### src/hdl/integer_to_ascii_radix_top_defines.svh
// ---------------------------------------------------------------------------
// Assertion macros for the integer-to-ASCII converter
// ---------------------------------------------------------------------------
`ifndef INTEGER_TO_ASCII_RADIX_TOP_DEFINES_SVH
`define INTEGER_TO_ASCII_RADIX_TOP_DEFINES_SVH

`ifndef SYNTH
// Same-cycle implication under reset
`define ITOA_ASSERT_IMP(label, clk, rst_n, ante, cons, msg) \
    label: assert property (@(posedge clk) disable iff (!rst_n) (ante) |-> (cons)) \
        else $error(msg);
// Next-cycle implication under reset
`define ITOA_ASSERT_NXT(label, clk, rst_n, ante, cons, msg) \
    label: assert property (@(posedge clk) disable iff (!rst_n) (ante) |=> (cons)) \
        else $error(msg);
`else
`define ITOA_ASSERT_IMP(label, clk, rst_n, ante, cons, msg)
`define ITOA_ASSERT_NXT(label, clk, rst_n, ante, cons, msg)
`endif

`endif

### src/hdl/itoa_pkg.sv
// ---------------------------------------------------------------------------
// itoa_pkg
// Shared types and constants for the integer-to-ASCII converter.
// ---------------------------------------------------------------------------
package itoa_pkg;

    localparam int STEP_BITS = 8;

    localparam logic [4:0] RADIX_MIN = 5'd2;
    localparam logic [4:0] RADIX_MAX = 5'd16;

    localparam logic [7:0] MINUS_CHAR = 8'h2D;
    localparam logic [7:0] ERR_CHAR   = 8'h00;

    localparam logic [7:0] GLYPHS [16] = '{
        8'h30, 8'h31, 8'h32, 8'h33, 8'h34, 8'h35, 8'h36, 8'h37,
        8'h38, 8'h39, 8'h61, 8'h62, 8'h63, 8'h64, 8'h65, 8'h66
    };

    typedef enum logic [2:0] {
        S_IDLE,
        S_BAD,
        S_DIV,
        S_SIGN,
        S_READ,
        S_EMIT
    } state_t;

    typedef enum logic [1:0] {
        OUT_SIGN,
        OUT_DIGIT,
        OUT_BAD
    } out_sel_t;

    typedef struct packed {
        logic     load;
        logic     div_step;
        logic     rd;
        logic     out_load;
        out_sel_t out_sel;
    } cmd_t;

    typedef struct packed {
        logic radix_bad;
        logic negative;
        logic div_last;
        logic quo_zero;
        logic out_free;
        logic rd_last;
        logic stack_nz;
    } sts_t;

endpackage

### src/hdl/integer_to_ascii_radix_top.sv
// Converts one signed WIDTH-bit integer per item into its ASCII text in radix
// 2 to 16, most significant character first, lower-case letters, with a
// leading '-' for negative values; zero gives "0". A radix outside 2..16
// gives a single item with character 0, last and bad_radix set. The block
// works on one conversion at a time. Each digit comes from a long division
// of the magnitude in the shared radix divider, which retires eight dividend
// bits a cycle; readout of each digit is a registered stack read, then an
// output load, and the '-' is loaded into the output register before the
// first digit is read. The next item is taken as soon as the last character
// sits in the output register.
// ---------------------------------------------------------------------------
// integer_to_ascii_radix_top
// Top level: controller and datapath of the integer-to-ASCII converter.
// ---------------------------------------------------------------------------
`include "integer_to_ascii_radix_top_defines.svh"

module integer_to_ascii_radix_top
#(
    parameter int WIDTH = 32
)
(
    input  logic                    clk,
    input  logic                    rst_n,
    input  logic                    item_valid,
    output logic                    item_stall,
    input  logic signed [WIDTH-1:0] value,
    input  logic        [4:0]       radix,
    output logic                    char_valid,
    input  logic                    char_stall,
    output logic        [7:0]       character,
    output logic                    last,
    output logic                    bad_radix
);

    itoa_pkg::cmd_t cmd;
    itoa_pkg::sts_t sts;

    itoa_ctrl u_ctrl
    (
        .clk        (clk),
        .rst_n      (rst_n),
        .item_valid (item_valid),
        .item_stall (item_stall),
        .sts        (sts),
        .cmd        (cmd)
    );

    itoa_datapath #(
        .WIDTH (WIDTH)
    ) u_datapath
    (
        .clk        (clk),
        .rst_n      (rst_n),
        .value      (value),
        .radix      (radix),
        .cmd        (cmd),
        .sts        (sts),
        .char_valid (char_valid),
        .char_stall (char_stall),
        .character  (character),
        .last       (last),
        .bad_radix  (bad_radix)
    );

    `ITOA_ASSERT_IMP(a_no_overwrite, clk, rst_n, cmd.out_load, sts.out_free, "pending character overwritten")
    `ITOA_ASSERT_NXT(a_busy_after_accept, clk, rst_n, item_valid && !item_stall, item_stall, "item taken while busy")
    `ITOA_ASSERT_IMP(a_read_nonempty, clk, rst_n, cmd.rd, sts.stack_nz, "read of empty digit stack")
    `ITOA_ASSERT_IMP(a_bad_item_form, clk, rst_n, char_valid && bad_radix, last && (character == itoa_pkg::ERR_CHAR), "malformed error item")

endmodule

### src/hdl/itoa_ctrl.sv
// ---------------------------------------------------------------------------
// itoa_ctrl
// Sequencer: division of each digit, sign, then stack readout, or a single error item for a bad radix.
// ---------------------------------------------------------------------------
module itoa_ctrl
(
    input  logic              clk,
    input  logic              rst_n,
    input  logic              item_valid,
    output logic              item_stall,
    input  itoa_pkg::sts_t    sts,
    output itoa_pkg::cmd_t    cmd
);

    itoa_pkg::state_t state_reg;
    itoa_pkg::state_t state_next;

    always_ff @(posedge clk or negedge rst_n)
    begin
        if (!rst_n)
        begin
            state_reg <= itoa_pkg::S_IDLE;
        end
        else
        begin
            state_reg <= state_next;
        end
    end

    always_comb
    begin
        state_next = state_reg;
        case (state_reg)
            itoa_pkg::S_IDLE:
            begin
                if (item_valid)
                begin
                    state_next = sts.radix_bad ? itoa_pkg::S_BAD : itoa_pkg::S_DIV;
                end
            end
            itoa_pkg::S_BAD:
            begin
                if (sts.out_free)
                begin
                    state_next = itoa_pkg::S_IDLE;
                end
            end
            itoa_pkg::S_DIV:
            begin
                if (sts.div_last && sts.quo_zero)
                begin
                    state_next = sts.negative ? itoa_pkg::S_SIGN : itoa_pkg::S_READ;
                end
            end
            itoa_pkg::S_SIGN:
            begin
                if (sts.out_free)
                begin
                    state_next = itoa_pkg::S_READ;
                end
            end
            itoa_pkg::S_READ:
            begin
                state_next = itoa_pkg::S_EMIT;
            end
            itoa_pkg::S_EMIT:
            begin
                if (sts.out_free)
                begin
                    state_next = sts.rd_last ? itoa_pkg::S_IDLE : itoa_pkg::S_READ;
                end
            end
            default:
            begin
                state_next = itoa_pkg::S_IDLE;
            end
        endcase
    end

    always_comb
    begin
        item_stall   = 1'b1;
        cmd.load     = 1'b0;
        cmd.div_step = 1'b0;
        cmd.rd       = 1'b0;
        cmd.out_load = 1'b0;
        cmd.out_sel  = itoa_pkg::OUT_DIGIT;
        case (state_reg)
            itoa_pkg::S_IDLE:
            begin
                item_stall = 1'b0;
                cmd.load   = item_valid && !sts.radix_bad;
            end
            itoa_pkg::S_BAD:
            begin
                cmd.out_load = sts.out_free;
                cmd.out_sel  = itoa_pkg::OUT_BAD;
            end
            itoa_pkg::S_DIV:
            begin
                cmd.div_step = 1'b1;
            end
            itoa_pkg::S_SIGN:
            begin
                cmd.out_load = sts.out_free;
                cmd.out_sel  = itoa_pkg::OUT_SIGN;
            end
            itoa_pkg::S_READ:
            begin
                cmd.rd = 1'b1;
            end
            itoa_pkg::S_EMIT:
            begin
                cmd.out_load = sts.out_free;
                cmd.out_sel  = itoa_pkg::OUT_DIGIT;
            end
            default:
            begin
                item_stall = 1'b1;
            end
        endcase
    end

endmodule

### src/hdl/itoa_datapath.sv
// ---------------------------------------------------------------------------
// itoa_datapath
// Radix divider, digit stack and output register.
// ---------------------------------------------------------------------------
module itoa_datapath
#(
    parameter int WIDTH = 32
)
(
    input  logic                    clk,
    input  logic                    rst_n,
    input  logic signed [WIDTH-1:0] value,
    input  logic        [4:0]       radix,
    input  itoa_pkg::cmd_t          cmd,
    output itoa_pkg::sts_t          sts,
    output logic                    char_valid,
    input  logic                    char_stall,
    output logic        [7:0]       character,
    output logic                    last,
    output logic                    bad_radix
);

    localparam int NCHUNK = (WIDTH + itoa_pkg::STEP_BITS - 1) / itoa_pkg::STEP_BITS;
    localparam int PAD_W  = NCHUNK * itoa_pkg::STEP_BITS;
    localparam int CH_W   = $clog2(NCHUNK + 1);
    localparam int CNT_W  = $clog2(WIDTH + 1);
    localparam int IDX_W  = $clog2(WIDTH);

    logic [PAD_W-1:0] div_reg;
    logic [3:0]       rem_reg;
    logic [4:0]       radix_reg;
    logic             neg_reg;
    logic [CH_W-1:0]  chunk_reg;
    logic [CNT_W-1:0] count_reg;
    logic [3:0]       rd_data_reg;
    logic             rd_last_reg;
    logic [7:0]       char_reg;
    logic             last_reg;
    logic             bad_reg;
    logic             char_valid_reg;

    logic [3:0]       stack_mem [WIDTH];

    logic [WIDTH-1:0] raw;
    logic [WIDTH-1:0] mag;
    logic [PAD_W-1:0] div_next;
    logic [3:0]       rem_next;
    logic             chunk_last;
    logic             push;
    logic [CNT_W-1:0] cnt_dec;
    logic             out_free;

    assign raw = value;
    assign mag = raw[WIDTH-1] ? (~raw + WIDTH'(1)) : raw;

    // Long division by the radix, STEP_BITS dividend bits per cycle
    always_comb
    begin
        logic [4:0]                     r;
        logic [itoa_pkg::STEP_BITS-1:0] q;
        r = {1'b0, rem_reg};
        q = '0;
        for (int i = 0; i < itoa_pkg::STEP_BITS; i++)
        begin
            r = {r[3:0], div_reg[PAD_W-1-i]};
            if (r >= radix_reg)
            begin
                r = r - radix_reg;
                q[itoa_pkg::STEP_BITS-1-i] = 1'b1;
            end
        end
        rem_next = r[3:0];
        div_next = (div_reg << itoa_pkg::STEP_BITS) | PAD_W'(q);
    end

    assign chunk_last = (chunk_reg == CH_W'(NCHUNK - 1));
    assign push       = cmd.div_step && chunk_last;
    assign cnt_dec    = count_reg - CNT_W'(1);
    assign out_free   = !char_valid_reg || !char_stall;

    always_ff @(posedge clk or negedge rst_n)
    begin
        if (!rst_n)
        begin
            chunk_reg      <= '0;
            count_reg      <= '0;
            char_valid_reg <= 1'b0;
        end
        else
        begin
            if (cmd.load)
            begin
                chunk_reg <= '0;
                count_reg <= '0;
            end
            else if (cmd.div_step)
            begin
                chunk_reg <= chunk_last ? '0 : CH_W'(chunk_reg + CH_W'(1));
                if (chunk_last)
                begin
                    count_reg <= CNT_W'(count_reg + CNT_W'(1));
                end
            end
            else if (cmd.rd)
            begin
                count_reg <= cnt_dec;
            end

            if (cmd.out_load)
            begin
                char_valid_reg <= 1'b1;
            end
            else if (!char_stall)
            begin
                char_valid_reg <= 1'b0;
            end
        end
    end

    always_ff @(posedge clk)
    begin
        if (cmd.load)
        begin
            div_reg   <= PAD_W'(mag);
            rem_reg   <= '0;
            radix_reg <= radix;
            neg_reg   <= raw[WIDTH-1];
        end
        else if (cmd.div_step)
        begin
            div_reg <= div_next;
            // start the next digit from a clear remainder
            rem_reg <= chunk_last ? '0 : rem_next;
        end

        if (cmd.rd)
        begin
            rd_last_reg <= (count_reg == CNT_W'(1));
        end

        if (cmd.out_load)
        begin
            case (cmd.out_sel)
                itoa_pkg::OUT_SIGN:
                begin
                    char_reg <= itoa_pkg::MINUS_CHAR;
                    last_reg <= 1'b0;
                    bad_reg  <= 1'b0;
                end
                itoa_pkg::OUT_DIGIT:
                begin
                    char_reg <= itoa_pkg::GLYPHS[rd_data_reg];
                    last_reg <= rd_last_reg;
                    bad_reg  <= 1'b0;
                end
                default:
                begin
                    char_reg <= itoa_pkg::ERR_CHAR;
                    last_reg <= 1'b1;
                    bad_reg  <= 1'b1;
                end
            endcase
        end
    end

    // Digit stack: one write port, one registered read port
    always_ff @(posedge clk)
    begin
        if (push)
        begin
            stack_mem[count_reg[IDX_W-1:0]] <= rem_next;
        end
        if (cmd.rd)
        begin
            rd_data_reg <= stack_mem[cnt_dec[IDX_W-1:0]];
        end
    end

    assign sts.radix_bad = (radix < itoa_pkg::RADIX_MIN) || (radix > itoa_pkg::RADIX_MAX);
    assign sts.negative  = neg_reg;
    assign sts.div_last  = chunk_last;
    assign sts.quo_zero  = (div_next == '0);
    assign sts.out_free  = out_free;
    assign sts.rd_last   = rd_last_reg;
    assign sts.stack_nz  = (count_reg != '0);

    assign char_valid = char_valid_reg;
    assign character  = char_reg;
    assign last       = last_reg;
    assign bad_radix  = bad_reg;

endmodule
### config.mk
export PLATFORM = sky130hd
export DESIGN_NAME = integer_to_ascii_radix_top
export DESIGN_NICKNAME = d
export VERILOG_FILES = /design/src/hdl/itoa_pkg.sv /design/src/hdl/integer_to_ascii_radix_top.sv /design/src/hdl/itoa_ctrl.sv /design/src/hdl/itoa_datapath.sv
export VERILOG_INCLUDE_DIRS = /design/src /design/src/hdl
export SDC_FILE = /design/constraint.sdc
export NUM_CORES = 1
export LEC_CHECK = 0
export ABC_AREA = 1
export BUFFER_PORTS_ARGS = -buffer_cell sky130_fd_sc_hd__buf_4
export CORE_ASPECT_RATIO = 2
export CORE_MARGIN = 2
export CORE_UTILIZATION = 45
export CTS_BUF_LIST = sky130_fd_sc_hd__clkbuf_8
export DETAILED_ROUTE_END_ITERATION = 8
export SLEW_MARGIN = 40
export SYNTH_ARGS = -nofsm -noshare
export SYNTH_HDL_FRONTEND = slang
export SYNTH_SLANG_ARGS = --single-unit
### constraint.sdc
create_clock -name clk -period 11.8 [get_ports clk]
set_input_delay 0 -clock clk [delete_from_list [all_inputs] [get_ports clk]]
set_output_delay 0 -clock clk [all_outputs]
set_load 0.05 [all_outputs]
==> results of run 1 <==
## synthesized netlist by cell type, types with 2 or more instances
library cell  number
a21oi_1           15
and2_1             4
buf_1              3
buf_2             13
buf_4              6
clkbuf_1          13
dfrtp_1           13
dfxtp_1            4
edfxtp_1         180
fa_1               8
ha_1              49
inv_1            133
inv_2              5
mux2i_1            4
nand2_1          252
nand3_1           62
nand3b_1           4
nand4_1           10
nor2_1           201
nor2_2             4
nor2_4             5
nor3_1             8
nor4_1             2
o211ai_1          18
o21ai_0          130
o21ai_1           14
o21ai_2            4
o22ai_1           10
o32ai_1            8
or2_0              5
or2_2              3
xnor2_1            6
xor2_1            29
## final cells by class
type / instances / area, sq um / share of cell area (%)
Clock buffer: 17 / 234 / 1.84
Antenna cell: 1 / 2.50 / 0.0197
Clock inverter: 15 / 161 / 1.27
Tap cell: 332 / 415 / 3.27
Sequential cell: 197 / 5810 / 45.8
Multi-Input combinational cell: 871 / 4710 / 37.1
Inverter: 140 / 528 / 4.16
Timing Repair Buffer: 96 / 823 / 6.49
## through the flow
stage	util, %	cell area (sq um)	worst slack [ns]	hold slack, ns	instances
after CTS	51.6	12700	0.833	0.0294	1664
after global routing	51.7	12700	0.0339	0.0554	1669
after global placement	48.5	11900	0.980	-0.134	1598
after detailed placement	48.7	11900	0.873	-0.133	1599
final	51.7	12700	1.07	0.0531	1669
after floorplan	-	11200	1.76	-0.296	1244
## cells by family after synthesis
family / Yosys count / share of synthesized area [%]
and+or+nand+nor: 566 / 21.3
AOI/OAI and AO/OA: 207 / 10.4
DFF: 197 / 51.8
buffers and inverters: 176 / 6.33
adders and majority gates: 57 / 6.89
xor gates and xnor gates: 36 / 2.88
muxes: 4 / 0.357
other: 1 / 0.0334
## path summary, 6_finish.rpt
kind	from	end	slack, ns
worst max-delay path	u_datapath.radix_reg[1]$_DFFE_PP_	u_ctrl.state_reg[1]$_DFFE_PN0P_	1.07
worst min-delay path	value[4]	u_datapath.div_reg[4]$_DFFE_PP_	0.05
worst max register to register	u_datapath.radix_reg[1]$_DFFE_PP_	u_ctrl.state_reg[1]$_DFFE_PN0P_	1.07
worst min register to register	u_datapath.rem_reg[3]$_SDFFE_PP0P_	u_datapath.rem_reg[3]$_SDFFE_PP0P_	0.47
max in group asynchronous	rst_n	u_datapath.count_reg[0]$_DFFE_PN0P_	10.63
min in group asynchronous	rst_n	u_datapath.count_reg[4]$_DFFE_PN0P_	0.68
## per-layer routing
layer	GRT usage, %	vias up	wire length, um
met2	45.9	199	17200
met1	21.2	4185	9830
met4	14.6	0	1760
li1	-	4339	-
met5	0	-	0
met3	3.46	71	780
## timing repair
action                     4_1_cts  5_1_grt
hold buffers                    33        0
hold endpoints to repair        46        0
setup endpoints to repair        0       91
buffers inserted                 0        4
## worst max-delay path, delay by kind of cell (launching register included)
family / cells / cell delay, ns
compound gates: 4 / 0.55
simple gates: 51 / 6.11
buf+inv: 7 / 1.00
flops: 1 / 0.54
fa+ha+maj: 8 / 2.41
==> metrics.md, run 1 <==
| Metric | Value |
|---|---|
| Vias | 8794 |
| Final-report setup violation count | 0 |
| Die width | 116 um |
| Filler cell count | 2365 |
| # port buffers | 51 |
| Fin crit share | 90.9% |
| Largest stage delay on the critical path | 0.54 ns |
| Gr usage total | 23.2% |
| Crit Path Category | register to register |
| Ys Warns | 0 |
| HP Class | primary input to register |
| Area Overhead vs Synth | 13.2% |
| Fin. max-slew vios | 0 |
| Final hold vios | 0 |
| Worst reg-to-reg path cell count | 70 |
| Unique masters post-synth | 52 |
| CTS max path bufs | 2 |
| Skew final | 0.0152 ns |
| Placer congestion estimate | 0.917 |
| Max-cap violations | 0 |
| First-pass GRT wire length | 45100 um |
| Synth Area per Inst | 9.01 sq um |
| CTS clk-pin slew, worst paths | 0.09 ns |
| Main synth FF type | edfxtp_1 |
| Clk sinks | 197 |
| Final net count | 1421 |
| Total CTS buffers | 17 |
| Crit path arrival time | 11.12 ns |
| Post-synth top area cell | edfxtp_1 |
| Die Height | 227 um |
| Worst Tran Pin Value | 0.737 ns |
| Total wire length after detailed routing | 29600 um |
| Post-CTS sizing | 0 |
| Die area | 26300 sq um |
| HPWL after DPL | 22100 um |
| # DRC | 0 |
| Synth top area cells | edfxtp_1 48%, nand2_1 8.4%, nor2_1 6.7% |
| Clock root cell | clkbuf_8 |
| Vias in the first global route | 8749 |
| RSZ-0062 raised after global routing | false |
| #FFs+latches synth | 197 |
| Max reg flops | 128 |
| Commonest non-fill, non-tap cell in the layout | nand2_1 |
| Most frequent cells in the layout | 251 x nand2_1, 201 x nor2_1, 180 x edfxtp_1, 135 x inv_1, 129 x o21ai_0 |
| Row count | 81 |
| Routed WL per cell | 17.7 um |
| Sequential cell area fraction in the yosys report | 51.8% |
| Post-synth EDFFs | 180 |
| Fmax | 0.0932 GHz |
| I/O Pins | 53 |
| Core area | 24500 sq um |
| Layout cells sized above 1 | 9.43% |
| Status | completed |
| Largest net degree at the start of global routing | 70 |
| Worst skew pair latency | 0.49 ns |
| Critical Path RT | 12.19 ns |
| Post-synthesis async set-or-reset flop share | 6.60% |
| Setup crit end kind | register |
| Fin crit period | 10.73 ns |
| Mapped Cells | 1244 |
| CP max stage cell | edfxtp_1 |
| Startpoint types | register |
| Synth Cell Area | 11200 sq um |
| Slew Limit Headroom | 50.9% |
| First-pass iteration count of the detailed router | 5 |
| Initial antenna violation count | 1 |
| Grt ovf | 0 |
| Initial DRC count | 528 |
| TritonCTS clock tree | built |
| Htree depth | 4 |
| Worst hold path depth | 4 |
| Initial Util | 45.7% |
| Most used cell, CP | nand2_1 |
| DR vias/cell | 5.27 |
| Final ANT Viol Nets | 0 |
| Syn nets | 1342 |
| Post-Route Setup TNS | 0 ns |
| Max FO, Critical Path | 10 |
| Post-synth top area share | 48.2% |
Power of run 1 is not shown: default switching activity piles up to over one toggle a cycle in this logic, so the estimate is an artifact.
==> run 2, diff against run 1 <==
--- a/config.mk
+++ b/config.mk
@@ -13,6 +13,8 @@
 export CORE_UTILIZATION = 45
 export CTS_BUF_LIST = sky130_fd_sc_hd__clkbuf_8
 export DETAILED_ROUTE_END_ITERATION = 8
+export GPL_ROUTABILITY_DRIVEN = 0
+export GPL_TIMING_DRIVEN = 0
 export SLEW_MARGIN = 40
 export SYNTH_ARGS = -nofsm -noshare
 export SYNTH_HDL_FRONTEND = slang
==> run 2 against run 1 <==
Design area increased by 1.3%; critical path depth shrank 4; clock skew about the same; count of clock-buffer cells in the layout unchanged; global-route usage increased by 2.1 points; via count is 2.1% higher; wire length is 7.5% higher; die area unchanged; sequential share of layout area decreased by 0.59 points; non-clock buffer count grew 30; critical endpoint is now u_datapath.stack_mem[23][2]$_DFFE_PP_.
==> metrics.md, run 2 (same netlist as run 1, synthesis figures left out) <==
| Metric | Value |
|---|---|
| Status | completed |
| Most used cell, CP | nand2_1 |
| Fin crit share | 91.2% |
| Max-cap violations | 0 |
| DR vias/cell | 5.29 |
| Fin. max-slew vios | 0 |
| CTS max path bufs | 2 |
| Clk sinks | 197 |
| Routed WL per cell | 18.7 um |
| # port buffers | 51 |
| Grt ovf | 0 |
| Largest stage delay on the critical path | 0.41 ns |
| R2r endpoint | u_datapath.stack_mem[23][2]$_DFFE_PP_ |
| Fin crit period | 10.76 ns |
| Core area | 24500 sq um |
| Die Height | 227 um |
| TritonCTS clock tree | built |
| CP max stage cell | ha_1 |
| I/O Pins | 53 |
| Commonest non-fill, non-tap cell in the layout | nand2_1 |
| Die area | 26300 sq um |
| Placed Cells | 1629 |
| Worst reg-to-reg path cell count | 66 |
| Filler cell count | 2324 |
| Hold path startpoint | value[25] |
| Crit path arrival time | 10.92 ns |
| Layout cells sized above 1 | 10.7% |
| Final Non-Filler Cells | 1698 |
| Worst Tran Pin Value | 0.737 ns |
| Worst skew pair latency | 0.50 ns |
| Setup slack, reg-to-reg | 1.04 ns |
| Slew Limit Headroom | 50.4% |
| RSZ-0062 raised after global routing | false |
| Largest net degree at the start of global routing | 38 |
| Skew final | 0.0148 ns |
| Final hold vios | 0 |
| Fmax | 0.0929 GHz |
| Clock root cell | clkbuf_8 |
| Htree depth | 4 |
| Setup crit end kind | register |
| Gr usage total | 25.3% |
| Critical Path RT | 11.96 ns |
| Most frequent cells in the layout | 251 x nand2_1, 199 x nor2_1, 180 x edfxtp_1, 130 x inv_1, 129 x o21ai_0 |
| Max FO, Critical Path | 33 |
| Final Util | 52.4% |
| Max reg flops | 128 |
| First-pass GRT wire length | 48500 um |
| Antenna diodes | 0 |
| Total CTS buffers | 17 |
| Vias | 8979 |
| Worst hold path depth | 4 |
| Total wire length after detailed routing | 31800 um |
| Area of the multi-input gates | 4750 sq um |
| Hold path endpoint | u_datapath.div_reg[25]$_DFFE_PP_ |
| # DRC | 0 |
| Final ANT Viol Nets | 0 |
| Startpoint types | register |
| Worst R2R Start | u_datapath.radix_reg[2]$_DFFE_PP_ |
| Row count | 81 |
| Final net count | 1451 |
| HP Class | primary input to register |
| Area Overhead vs Synth | 14.6% |
| CTS clk-pin slew, worst paths | 0.10 ns |
| Die width | 116 um |
| Vias in the first global route | 9109 |
| HPWL after DPL | 24900 um |
| Reg area | 5810 sq um |
| Hold Slack | 0.0238 ns |
| First-pass iteration count of the detailed router | 5 |
| Initial antenna violation count | 0 |
| Initial DRC count | 427 |
| Crit Path Category | register to register |
| Initial Util | 45.7% |
| Final-report setup violation count | 0 |
## run 2: critical path, delay by kind of cell, from the launching register on
family | cells | cell delay [ns]
and+or+nand+nor | 44 | 5.40
adders and majority gates | 8 | 2.57
AOI/OAI and AO/OA | 5 | 0.90
buffers and inverters | 9 | 1.13
DFF | 1 | 0.38
## run 2: final cells by class
type / count / share of cell area [%]
Clock buffer: 17 / 1.82
Multi-Input combinational cell: 871 / 36.9
Sequential cell: 197 / 45.2
Timing Repair Buffer: 90 / 6.02
Clock inverter: 15 / 1.21
Inverter: 140 / 4.17
Buffer: 36 / 1.41
Tap cell: 332 / 3.23
## run 2: worst max path at each step
stage                                           start                                    end
floorplan           u_datapath.radix_reg[1]$_DFFE_PP_   u_datapath.stack_mem[0][0]$_DFFE_PP_
global placement    u_datapath.radix_reg[1]$_DFFE_PP_  u_datapath.stack_mem[21][0]$_DFFE_PP_
detailed placement  u_datapath.radix_reg[1]$_DFFE_PP_  u_datapath.stack_mem[28][2]$_DFFE_PP_
CTS                 u_datapath.radix_reg[1]$_DFFE_PP_  u_datapath.stack_mem[18][2]$_DFFE_PP_
global route        u_datapath.radix_reg[2]$_DFFE_PP_        u_ctrl.state_reg[1]$_DFFE_PN0P_
finish              u_datapath.radix_reg[2]$_DFFE_PP_  u_datapath.stack_mem[23][2]$_DFFE_PP_
## run 2: repair_timing
item	CTS	global route
hold endpoints to repair	49	0
gates resized for setup	2	8
cloned	0	0
hold buffers	33	0
setup buffers	1	3
setup endpoints to repair	135	136
## run 2: metrics by stage
step / instance area [sq um] / setup TNS [ns] / worst slack (ns)
global placement: 12000 / -169.70 / -3.13
detailed placement: 12100 / -48.60 / -0.610
global route: 12900 / 0 / 0.00328
floorplan: 11200 / 0 / 1.76
CTS: 12800 / 0 / 0.0604
finish: 12900 / 0 / 1.04
## run 2: layer usage
| metal | up-vias | part of all wire, % | track usage [%] |
|---|---|---|---|
| li1 | 4402 | - | - |
| met1 | 4272 | 33 | 22.8 |
| met2 | 213 | 59 | 50.8 |
| met3 | 92 | 2.4 | 3.46 |
| met4 | 0 | 6.4 | 15.2 |
| met5 | - | 0 | 0 |
Power of run 2 is left out for the same reason.
